[src/rtl/jsu_pkg.sv]
// ----------------------------------------------------------------------------
// jsu_pkg
// shared types, status codes and helpers for the json string unescaper
// ----------------------------------------------------------------------------
package jsu_pkg;

    // status codes of a result word
    localparam logic [3:0] StBusy    = 4'd0;
    localparam logic [3:0] StDone    = 4'd1;
    localparam logic [3:0] StNoQuote = 4'd2;
    localparam logic [3:0] StControl = 4'd3;
    localparam logic [3:0] StOpenEsc = 4'd4;
    localparam logic [3:0] StShortU  = 4'd5;
    localparam logic [3:0] StBadHex  = 4'd6;
    localparam logic [3:0] StBadEsc  = 4'd7;
    localparam logic [3:0] StUnterm  = 4'd8;

    // request types
    localparam logic ReqByte = 1'b0;
    localparam logic ReqEnd  = 1'b1;

    // result queue depth, room for three results of one input plus one in flight
    localparam int QDepth = 4;
    localparam int QAw    = $clog2(QDepth);

    typedef struct packed {
        logic [7:0] out_byte;
        logic       byte_valid;
        logic [3:0] status;
        logic       last;
    } t_res;

    // results of one decoded input word
    typedef struct packed {
        logic [1:0]      num;
        t_res [2:0]      items;
    } t_dec;

    // hex digit value, bit 4 set when the byte is a hex digit
    function automatic logic [4:0] hex_val(input logic [7:0] c);
        logic [4:0] v;
        v = 5'd0;
        if (c >= 8'h30 && c <= 8'h39) begin
            v = {1'b1, c[3:0]};
        end else if ((c >= 8'h61 && c <= 8'h66) || (c >= 8'h41 && c <= 8'h46)) begin
            v = {1'b1, c[3:0] + 4'd9};
        end
        return v;
    endfunction

endpackage

[src/rtl/jsu_if.sv]
// ----------------------------------------------------------------------------
// jsu_if
// valid/ready channels for text bytes in and decoded results out
// ----------------------------------------------------------------------------
interface jsu_in_if;
    logic       valid;
    logic       ready;
    logic       req_type;
    logic [7:0] in_byte;

    modport source (output valid, output req_type, output in_byte, input ready);
    modport sink (input valid, input req_type, input in_byte, output ready);
endinterface

interface jsu_out_if;
    logic       valid;
    logic       ready;
    logic [7:0] out_byte;
    logic       byte_valid;
    logic [3:0] status;
    logic       last;

    modport source (output valid, output out_byte, output byte_valid, output status,
                    output last, input ready);
    modport sink (input valid, input out_byte, input byte_valid, input status,
                  input last, output ready);
endinterface

[src/rtl/jsu_decode.sv]
// ----------------------------------------------------------------------------
// jsu_decode
// escape state machine, decodes one text word into up to three results
// ----------------------------------------------------------------------------
module jsu_decode (
    input  logic             i_clk,
    input  logic             i_rst_n,
    input  logic             i_adv,
    input  logic             i_req_type,
    input  logic [7:0]       i_byte,
    output jsu_pkg::t_dec    o_dec
);

    localparam logic [1:0] PhIdle = 2'd0;
    localparam logic [1:0] PhStr  = 2'd1;
    localparam logic [1:0] PhEsc  = 2'd2;
    localparam logic [1:0] PhHex  = 2'd3;

    logic [1:0]  r_phase, n_phase;
    logic [1:0]  r_hex_cnt, n_hex_cnt;
    logic [15:0] r_cp, n_cp;

    logic        eot;
    logic [4:0]  hv;
    logic [15:0] cp_new;

    assign eot    = (i_req_type == jsu_pkg::ReqEnd);
    assign hv     = jsu_pkg::hex_val(i_byte);
    assign cp_new = {r_cp[11:0], hv[3:0]};

    always_comb begin
        jsu_pkg::t_dec d;
        logic [3:0]    fin_st;
        logic          fin;
        d         = '0;
        fin       = 1'b0;
        fin_st    = jsu_pkg::StBusy;
        n_phase   = r_phase;
        n_hex_cnt = r_hex_cnt;
        n_cp      = r_cp;

        unique case (r_phase)
            PhIdle: begin
                if (eot) begin
                    fin = 1'b1; fin_st = jsu_pkg::StNoQuote;
                end else if (i_byte == 8'h20 || i_byte == 8'h09 ||
                             i_byte == 8'h0A || i_byte == 8'h0D) begin
                    n_phase = PhIdle;
                end else if (i_byte == 8'h22) begin
                    n_phase = PhStr;
                end else begin
                    fin = 1'b1; fin_st = jsu_pkg::StNoQuote;
                end
            end
            PhStr: begin
                if (eot) begin
                    fin = 1'b1; fin_st = jsu_pkg::StUnterm;
                end else if (i_byte == 8'h22) begin
                    fin = 1'b1; fin_st = jsu_pkg::StDone;
                end else if (i_byte < 8'h20) begin
                    fin = 1'b1; fin_st = jsu_pkg::StControl;
                end else if (i_byte == 8'h5C) begin
                    n_phase = PhEsc;
                end else begin
                    d.num      = 2'd1;
                    d.items[0] = '{out_byte: i_byte, byte_valid: 1'b1,
                                   status: jsu_pkg::StBusy, last: 1'b1};
                end
            end
            PhEsc: begin
                if (eot) begin
                    fin = 1'b1; fin_st = jsu_pkg::StOpenEsc;
                end else begin
                    d.items[0] = '{out_byte: 8'h00, byte_valid: 1'b1,
                                   status: jsu_pkg::StBusy, last: 1'b1};
                    d.num      = 2'd1;
                    n_phase    = PhStr;
                    unique case (i_byte) inside
                        8'h22, 8'h5C, 8'h2F: d.items[0].out_byte = i_byte;
                        8'h62:               d.items[0].out_byte = 8'h08;
                        8'h66:               d.items[0].out_byte = 8'h0C;
                        8'h6E:               d.items[0].out_byte = 8'h0A;
                        8'h72:               d.items[0].out_byte = 8'h0D;
                        8'h74:               d.items[0].out_byte = 8'h09;
                        8'h75: begin
                            d         = '0;
                            n_phase   = PhHex;
                            n_hex_cnt = 2'd0;
                            n_cp      = 16'd0;
                        end
                        default: begin
                            fin = 1'b1; fin_st = jsu_pkg::StBadEsc;
                        end
                    endcase
                end
            end
            PhHex: begin
                if (eot) begin
                    fin = 1'b1; fin_st = jsu_pkg::StShortU;
                end else if (!hv[4]) begin
                    fin = 1'b1; fin_st = jsu_pkg::StBadHex;
                end else if (r_hex_cnt == 2'd3) begin
                    n_phase   = PhStr;
                    n_hex_cnt = 2'd0;
                    n_cp      = 16'd0;
                    // utf-8 encoding of the code point
                    if (cp_new <= 16'h007F) begin
                        d.num      = 2'd1;
                        d.items[0] = '{out_byte: cp_new[7:0], byte_valid: 1'b1,
                                       status: jsu_pkg::StBusy, last: 1'b1};
                    end else if (cp_new <= 16'h07FF) begin
                        d.num      = 2'd2;
                        d.items[0] = '{out_byte: 8'hC0 | {3'b000, cp_new[10:6]},
                                       byte_valid: 1'b1, status: jsu_pkg::StBusy,
                                       last: 1'b0};
                        d.items[1] = '{out_byte: 8'h80 | {2'b00, cp_new[5:0]},
                                       byte_valid: 1'b1, status: jsu_pkg::StBusy,
                                       last: 1'b1};
                    end else begin
                        d.num      = 2'd3;
                        d.items[0] = '{out_byte: 8'hE0 | {4'h0, cp_new[15:12]},
                                       byte_valid: 1'b1, status: jsu_pkg::StBusy,
                                       last: 1'b0};
                        d.items[1] = '{out_byte: 8'h80 | {2'b00, cp_new[11:6]},
                                       byte_valid: 1'b1, status: jsu_pkg::StBusy,
                                       last: 1'b0};
                        d.items[2] = '{out_byte: 8'h80 | {2'b00, cp_new[5:0]},
                                       byte_valid: 1'b1, status: jsu_pkg::StBusy,
                                       last: 1'b1};
                    end
                end else begin
                    n_cp      = cp_new;
                    n_hex_cnt = r_hex_cnt + 2'd1;
                end
            end
            default: n_phase = PhIdle;
        endcase

        if (fin) begin
            d          = '0;
            d.num      = 2'd1;
            d.items[0] = '{out_byte: 8'h00, byte_valid: 1'b0, status: fin_st, last: 1'b1};
            n_phase    = PhIdle;
            n_hex_cnt  = 2'd0;
            n_cp       = 16'd0;
        end
        o_dec = d;
    end

    always_ff @(posedge i_clk) begin
        if (!i_rst_n) begin
            r_phase   <= PhIdle;
            r_hex_cnt <= 2'd0;
            r_cp      <= 16'd0;
        end else if (i_adv) begin
            r_phase   <= n_phase;
            r_hex_cnt <= n_hex_cnt;
            r_cp      <= n_cp;
        end
    end

endmodule

[src/rtl/jsu_resq.sv]
// ----------------------------------------------------------------------------
// jsu_resq
// result queue, takes up to three results a cycle and hands out one while ready is high
// ----------------------------------------------------------------------------
module jsu_resq (
    input  logic                    i_clk,
    input  logic                    i_rst_n,
    input  logic [1:0]              i_push_num,
    input  jsu_pkg::t_res [2:0]     i_items,
    output logic [jsu_pkg::QAw:0]   o_free,
    jsu_out_if.source               o_out
);

    localparam int Aw = jsu_pkg::QAw;

    jsu_pkg::t_res     r_mem [jsu_pkg::QDepth];
    logic [Aw-1:0]     r_wp, r_rp;
    logic [Aw:0]       r_cnt, n_cnt;
    logic              pop;

    assign pop    = (r_cnt != '0) && o_out.ready;
    assign n_cnt  = r_cnt + (Aw+1)'(i_push_num) - (Aw+1)'(pop);
    assign o_free = (Aw+1)'(jsu_pkg::QDepth) - r_cnt;

    assign o_out.valid      = (r_cnt != '0);
    assign o_out.out_byte   = r_mem[r_rp].out_byte;
    assign o_out.byte_valid = r_mem[r_rp].byte_valid;
    assign o_out.status     = r_mem[r_rp].status;
    assign o_out.last       = r_mem[r_rp].last;

    always_ff @(posedge i_clk) begin
        for (int k = 0; k < 3; k++) begin
            if (2'(k) < i_push_num) begin
                r_mem[r_wp + Aw'(k)] <= i_items[k];
            end
        end
    end

    always_ff @(posedge i_clk) begin
        if (!i_rst_n) begin
            r_wp  <= '0;
            r_rp  <= '0;
            r_cnt <= '0;
        end else begin
            r_wp  <= r_wp + Aw'(i_push_num);
            r_rp  <= r_rp + Aw'(pop);
            r_cnt <= n_cnt;
        end
    end

endmodule

[src/rtl/json_string_unescaper_unit.sv]
// ----------------------------------------------------------------------------
// json_string_unescaper_unit
// streaming json string literal decoder with utf-8 output for \u escapes
// ----------------------------------------------------------------------------
// path: an accepted word is held in the input register and decoded from it;
//   once committed, its results go into the four-entry result queue
// throughput: one text word per cycle while the queue has room; a \u escape
//   yields up to three result words, drained one per cycle while ready is high
// reset: synchronous active-low, returns to idle awaiting the opening quote
//   with an empty queue and no word held in the input register
// ----------------------------------------------------------------------------
module json_string_unescaper_unit (
    input  logic       i_clk,
    input  logic       i_rst_n,
    jsu_in_if.sink     i_in,
    jsu_out_if.source  o_out
);

    // input register
    logic       r_vld;
    logic       r_req_type;
    logic [7:0] r_byte;

    // decoded results of the held word
    jsu_pkg::t_dec            dec;
    logic [jsu_pkg::QAw:0]    q_free;
    logic                     adv;

    // the held word moves on once the queue has room for all of its results
    assign adv        = r_vld && ({1'b0, dec.num} <= q_free);
    // the input register refills whenever it is empty or draining this cycle
    assign i_in.ready = !r_vld || adv;

    always_ff @(posedge i_clk) begin
        if (!i_rst_n) begin
            r_vld <= 1'b0;
        end else if (i_in.ready) begin
            r_vld <= i_in.valid;
        end
    end

    // payload, no reset needed
    always_ff @(posedge i_clk) begin
        if (i_in.valid && i_in.ready) begin
            r_req_type <= i_in.req_type;
            r_byte     <= i_in.in_byte;
        end
    end

    // escape state machine, state only updates when the word is committed
    jsu_decode u_decode (
        .i_clk      (i_clk),
        .i_rst_n    (i_rst_n),
        .i_adv      (adv),
        .i_req_type (r_req_type),
        .i_byte     (r_byte),
        .o_dec      (dec)
    );

    // result queue decouples multi-byte utf-8 bursts from the output side
    jsu_resq u_resq (
        .i_clk      (i_clk),
        .i_rst_n    (i_rst_n),
        .i_push_num (adv ? dec.num : 2'd0),
        .i_items    (dec.items),
        .o_free     (q_free),
        .o_out      (o_out)
    );

endmodule

[src/flat_wrapper.sv]
// flat-port wrapper written by rule: the top's interface ports become plain ports
module json_string_unescaper_unit_flat 
  (i_clk, i_rst_n, i_in_valid, i_in_req_type, i_in_in_byte, i_in_ready, o_out_valid, o_out_out_byte, o_out_byte_valid, o_out_status, o_out_last, o_out_ready);
  jsu_in_if i_in_i ();
  jsu_out_if o_out_i ();
  input  logic i_clk;
  input  logic i_rst_n;
  input wire logic [$bits(i_in_i.valid)-1:0] i_in_valid;
  input wire logic [$bits(i_in_i.req_type)-1:0] i_in_req_type;
  input wire logic [$bits(i_in_i.in_byte)-1:0] i_in_in_byte;
  output wire logic [$bits(i_in_i.ready)-1:0] i_in_ready;
  output wire logic [$bits(o_out_i.valid)-1:0] o_out_valid;
  output wire logic [$bits(o_out_i.out_byte)-1:0] o_out_out_byte;
  output wire logic [$bits(o_out_i.byte_valid)-1:0] o_out_byte_valid;
  output wire logic [$bits(o_out_i.status)-1:0] o_out_status;
  output wire logic [$bits(o_out_i.last)-1:0] o_out_last;
  input wire logic [$bits(o_out_i.ready)-1:0] o_out_ready;
  assign i_in_i.valid = i_in_valid;
  assign i_in_i.req_type = i_in_req_type;
  assign i_in_i.in_byte = i_in_in_byte;
  assign i_in_ready = i_in_i.ready;
  assign o_out_valid = o_out_i.valid;
  assign o_out_out_byte = o_out_i.out_byte;
  assign o_out_byte_valid = o_out_i.byte_valid;
  assign o_out_status = o_out_i.status;
  assign o_out_last = o_out_i.last;
  assign o_out_i.ready = o_out_ready;
  json_string_unescaper_unit u_core (.i_clk(i_clk), .i_rst_n(i_rst_n), .i_in(i_in_i), .o_out(o_out_i));
endmodule
[config.mk]
export PLATFORM = sky130hd
export DESIGN_NAME = json_string_unescaper_unit_flat
export DESIGN_NICKNAME = d
export VERILOG_FILES = /design/src/rtl/jsu_pkg.sv /design/src/rtl/jsu_if.sv /design/src/rtl/jsu_decode.sv /design/src/rtl/jsu_resq.sv /design/src/rtl/json_string_unescaper_unit.sv /design/src/flat_wrapper.sv
export SDC_FILE = /design/constraint.sdc
export NUM_CORES = 1
export LEC_CHECK = 0
export ABC_CLOCK_PERIOD_IN_PS = 4800
export BUFFER_PORTS_ARGS = -buffer_cell sky130_fd_sc_hd__buf_2
export CAP_MARGIN = 20
export CORE_MARGIN = 8
export CORE_UTILIZATION = 50
export CTS_CLUSTER_SIZE = 28
export DETAILED_ROUTE_END_ITERATION = 10
export GPL_TIMING_DRIVEN = 0
export PLACE_DENSITY = 0.77
export SYNTH_ARGS = -nofsm -noshare
export SYNTH_HDL_FRONTEND = slang
export SYNTH_SLANG_ARGS = --single-unit
[constraint.sdc]
create_clock -name i_clk -period 4.8 [get_ports i_clk]
set_clock_uncertainty 0.2 [all_clocks]
set_input_delay 0.24 -clock i_clk [delete_from_list [all_inputs] [get_ports i_clk]]
set_output_delay 0.24 -clock i_clk [all_outputs]
set_load 0.02 [all_outputs]
==> flow_metrics.tcl <==
set metrics [dict create \
    drt_wl_total_mm 15.32 \
    drc 0 \
    dp_hpwl_mm 11.45 \
    synth_edf_count 45 \
    rows 38 \
    die_w_um 120.9 \
    ir_worst_vdd_mv 0.2064 \
    grt_pass1_vias 4651 \
    setup_viol 0 \
    cp_slowest_cell "or4b_4" \
    async_flop_share_pct 0 \
    required_ps 4800 \
    antenna_found_initial 0 \
    max_stage_delay_ps 500 \
    cp.arrival_ps 4590 \
    p_clk_share_pct 23.8 \
    crit_top_cell "buf_4" \
    nets 655 \
    die_y_um 120.9 \
    slew_headroom_pct 42.79 \
    power_frac_seq_pct 41.6 \
    p_sw_uw 772.5 \
    critPathKind "flip-flop to flip-flop" \
    period_share_pct 95.79 \
    cts_buffers 9 \
    hold_viol 0 \
    area_growth_pct 14.32 \
    period_minus_slack_ps 4598 \
    cts_buffer_depth 2 \
    grtUsageTotal_pct 21.39 \
    cts_tree "yes" \
    gp_congestion 0.9546 \
    syn-cell-area_mm2 0.005503 \
    cap_violations 0 \
    post_dp_cell_area_mm2 0.005813 \
    ant_nets 0 \
    power_mw 2.218 \
    crit_cells 17 \
    vias 4882 \
    grt.overflow.total 0 \
    fp.dieArea_mm2 0.01462 \
    crit_fanout 9 \
    drv_slew 0 \
    antennaDiodeCount 0 \
    ys_seq_area_share_pct 40.56 \
    synth_cells 570 \
    path_cells "buf_4 -> or4b_4 -> or3b_1 -> buf_6 -> a21oi_4 -> nand2_4 -> clkinvlp_4 -> ha_1 -> nor2b_1 -> o211ai_1 -> buf_4 -> nand2_2 -> or3_4 -> o31ai_4 -> buf_4 -> a22oi_1 -> mux2i_1" \
    dr.first_iter.drc_count 463 \
    syn_avg_cell_area_um2 9.654 \
    status "complete, no violations" \
    htree_levels 3 \
    p_leak_nw 2.311 \
    grt_pass1_wl_mm 24.74 \
    rr_worst_depth 17 \
    p_int_mw 1.445 \
    cts_sinks 89 \
    ys_warn_count 0 \
    power_frac_comb_pct 34.7 \
    root_buffer "clkbuf_8" \
    synthFlopType "edfxtp_1" \
    fmaxAchievable_ghz 0.2175 \
    endpoint_kind "flip-flop" \
    grt_setup_unrepaired "no" \
    via_per_inst 6.324 \
    port_buffers 27 \
    p_sw_share_pct 34.84 \
    first_pass_iters 5 \
    tightest_slew_ps 850.4 \
    grt_max_degree 17 \
    start_util_pct 50.99 \
    path_buf_inv 5 \
    insertion_delay_ps 370 \
    holdCritPathClass "primary input to flip-flop" \
    synth_cell_types 77 \
    fin_area_mm2 0.006291 \
    whs_path_depth 3 \
    crit_family "simple AND/OR/NAND/NOR gates" \
    core_mm2 0.01079 \
    cp-start-kind "flip-flop" \
    power_density_mw_per_mm2 352.5 \
    syn-num-nets 598 \
    wl_per_cell_um 19.84 \
    io_pins 29 \
    synth_seq_cells 89 \
    whs_ps 68.72 \
    clk_pin_slew_ps 90 \
    drive_gt1_share_pct 20.25 \
]
==> kinds of logic (layout without fill, tap and decap cells) <==
family                   count (synthesis)  in the layout  share of synthesized area [%]
multiplexers                            34             34                          9.368
adder cells (fa/ha/maj)                 15             15                          3.547
flip-flops                              89             89                          40.56
AND/OR/NAND/NOR                        218            218                          20.76
AO/OA/AOI/OAI                          151            151                          20.15
buffers and inverters                   58            120                          4.820
XOR/XNOR                                 5              5                         0.7960
==> worst register-to-register path, cell delays in order, from the launching register on <==
cell,delay (ps)
edfxtp_1,370
buf_4,180
or4b_4,510
or3b_1,420
buf_6,150
a21oi_4,170
nand2_4,150
clkinvlp_4,170
ha_1,260
nor2b_1,150
o211ai_1,180
buf_4,160
nand2_2,110
or3_4,430
o31ai_4,270
buf_4,230
a22oi_1,90
mux2i_1,220
==> final cells by class <==
cell class                 instances  area, um2
tap                              140      175.2
clock inverter                     7      77.57
sequential                        89       2232
buffer                            33      171.4
inverter                          25      97.59
timing repair buffer              46      302.8
clock buffer                       9      123.9
fill                             910       4502
multi-input combinational        423       3110
==> metal layers <==
metal	global-route usage, %	wire length (um)	up-vias
li1	-	-	2269
met5	0	0	-
met4	9.680	403	0
met3	4.188	1126	40
met2	35.54	7578	259
met1	26.31	6210	2314
==> layout by cell type (no fill, tap or decap), types with 15 or more instances in the layout <==
master / synthesis / layout
edfxtp_1: 45 / 45
clkbuf_1: 15 / 15
nand2_1: 61 / 60
nand3_1: 32 / 31
nor2_1: 37 / 37
a21oi_1: 34 / 34
buf_2: 10 / 37
dfxtp_1: 44 / 44
inv_1: 24 / 20
o21ai_0: 23 / 23
mux2i_1: 20 / 20
==> stage by stage <==
stage / setup slack (ps) / TNS, ps / instances / util, %
after CTS: 21.35 / 0 / 770 / 57.71
after detailed placement: -1029 / -52930 / 737 / 53.86
after floorplan: 234.1 / 0 / 570 / -
after global placement: -853.4 / -39160 / 737 / 53.86
final: 202.1 / 0 / 772 / 58.29
after global routing: 54.72 / 0 / 772 / 58.29
==> power groups by stage <==
stage	Sequential [mW]	Clock (mW)	Combinational (mW)
CTS	0.922	0.535	0.757
finish	0.922	0.527	0.769
detailed placement	0.939	0	0.695
floorplan	0.923	0	0.523
global route	0.931	0.566	0.832
global placement	0.933	0	0.663
==> timing repair <==
action | in CTS | in global routing
hold buffers | 10 | 0
pin swaps | 4 | 1
resized for setup | 12 | 9
endpoints found under the setup margin | 95 | 58
endpoints found under the hold margin | 10 | 0
buffers inserted | 7 | 2
==> cells in the mapped netlist, types with 4 or more instances <==
| library cell | count | area share [%] |
|---|---|---|
| a22o_1 | 6 | 0.95 |
| nor2_1 | 37 | 2.5 |
| edfxtp_1 | 45 | 25 |
| a32oi_1 | 6 | 0.95 |
| o21ai_0 | 23 | 2.1 |
| a31oi_1 | 7 | 0.80 |
| and2_1 | 7 | 0.80 |
| a221o_1 | 4 | 0.73 |
| dfxtp_1 | 44 | 16 |
| mux4_2 | 14 | 5.7 |
| nand2b_1 | 8 | 0.91 |
| nand3_1 | 32 | 2.9 |
| nand4_1 | 7 | 0.80 |
| or3_1 | 4 | 0.45 |
| o221ai_1 | 4 | 0.64 |
| nand2_1 | 61 | 4.2 |
| a21o_1 | 5 | 0.68 |
| ha_1 | 14 | 3.2 |
| nor3_1 | 15 | 1.4 |
| o211ai_1 | 5 | 0.68 |
| buf_2 | 10 | 0.91 |
| nor3b_1 | 4 | 0.55 |
| mux2i_1 | 20 | 3.6 |
| inv_1 | 24 | 1.6 |
| o21ai_1 | 6 | 0.55 |
| clkbuf_1 | 15 | 1.0 |
| nor2b_1 | 6 | 0.68 |
| nor4_1 | 9 | 1.0 |
| a21oi_1 | 34 | 3.1 |
| a22oi_1 | 14 | 1.9 |
==> path summary, 6_finish.rpt <==
kind / start / endpoint / slack (ps)
setup / recovery: u_core.r_byte[7] / u_core.u_resq.r_mem[0][8] / 200
hold / removal: i_rst_n / u_core.u_decode.r_cp[4] / 70
setup reg to reg: u_core.r_byte[7] / u_core.u_resq.r_mem[0][8] / 200
hold reg to reg: u_core.u_resq.r_mem[1][1] / u_core.u_resq.r_mem[1][1] / 260
==> sequential cells by signal, indices dropped and copies added (netlist names), 2 cells and up <==
name / count
u_core.u_decode.r_phase: 2
u_core.r_byte: 8
u_core.u_decode.r_cp: 12
u_core.u_resq.r_wp: 2
u_core.u_decode.r_hex_cnt: 2
u_core.u_resq.r_mem: 56
u_core.u_resq.r_cnt: 3
u_core.u_resq.r_rp: 2
Note: power is estimated with default switching activity, not from simulation.
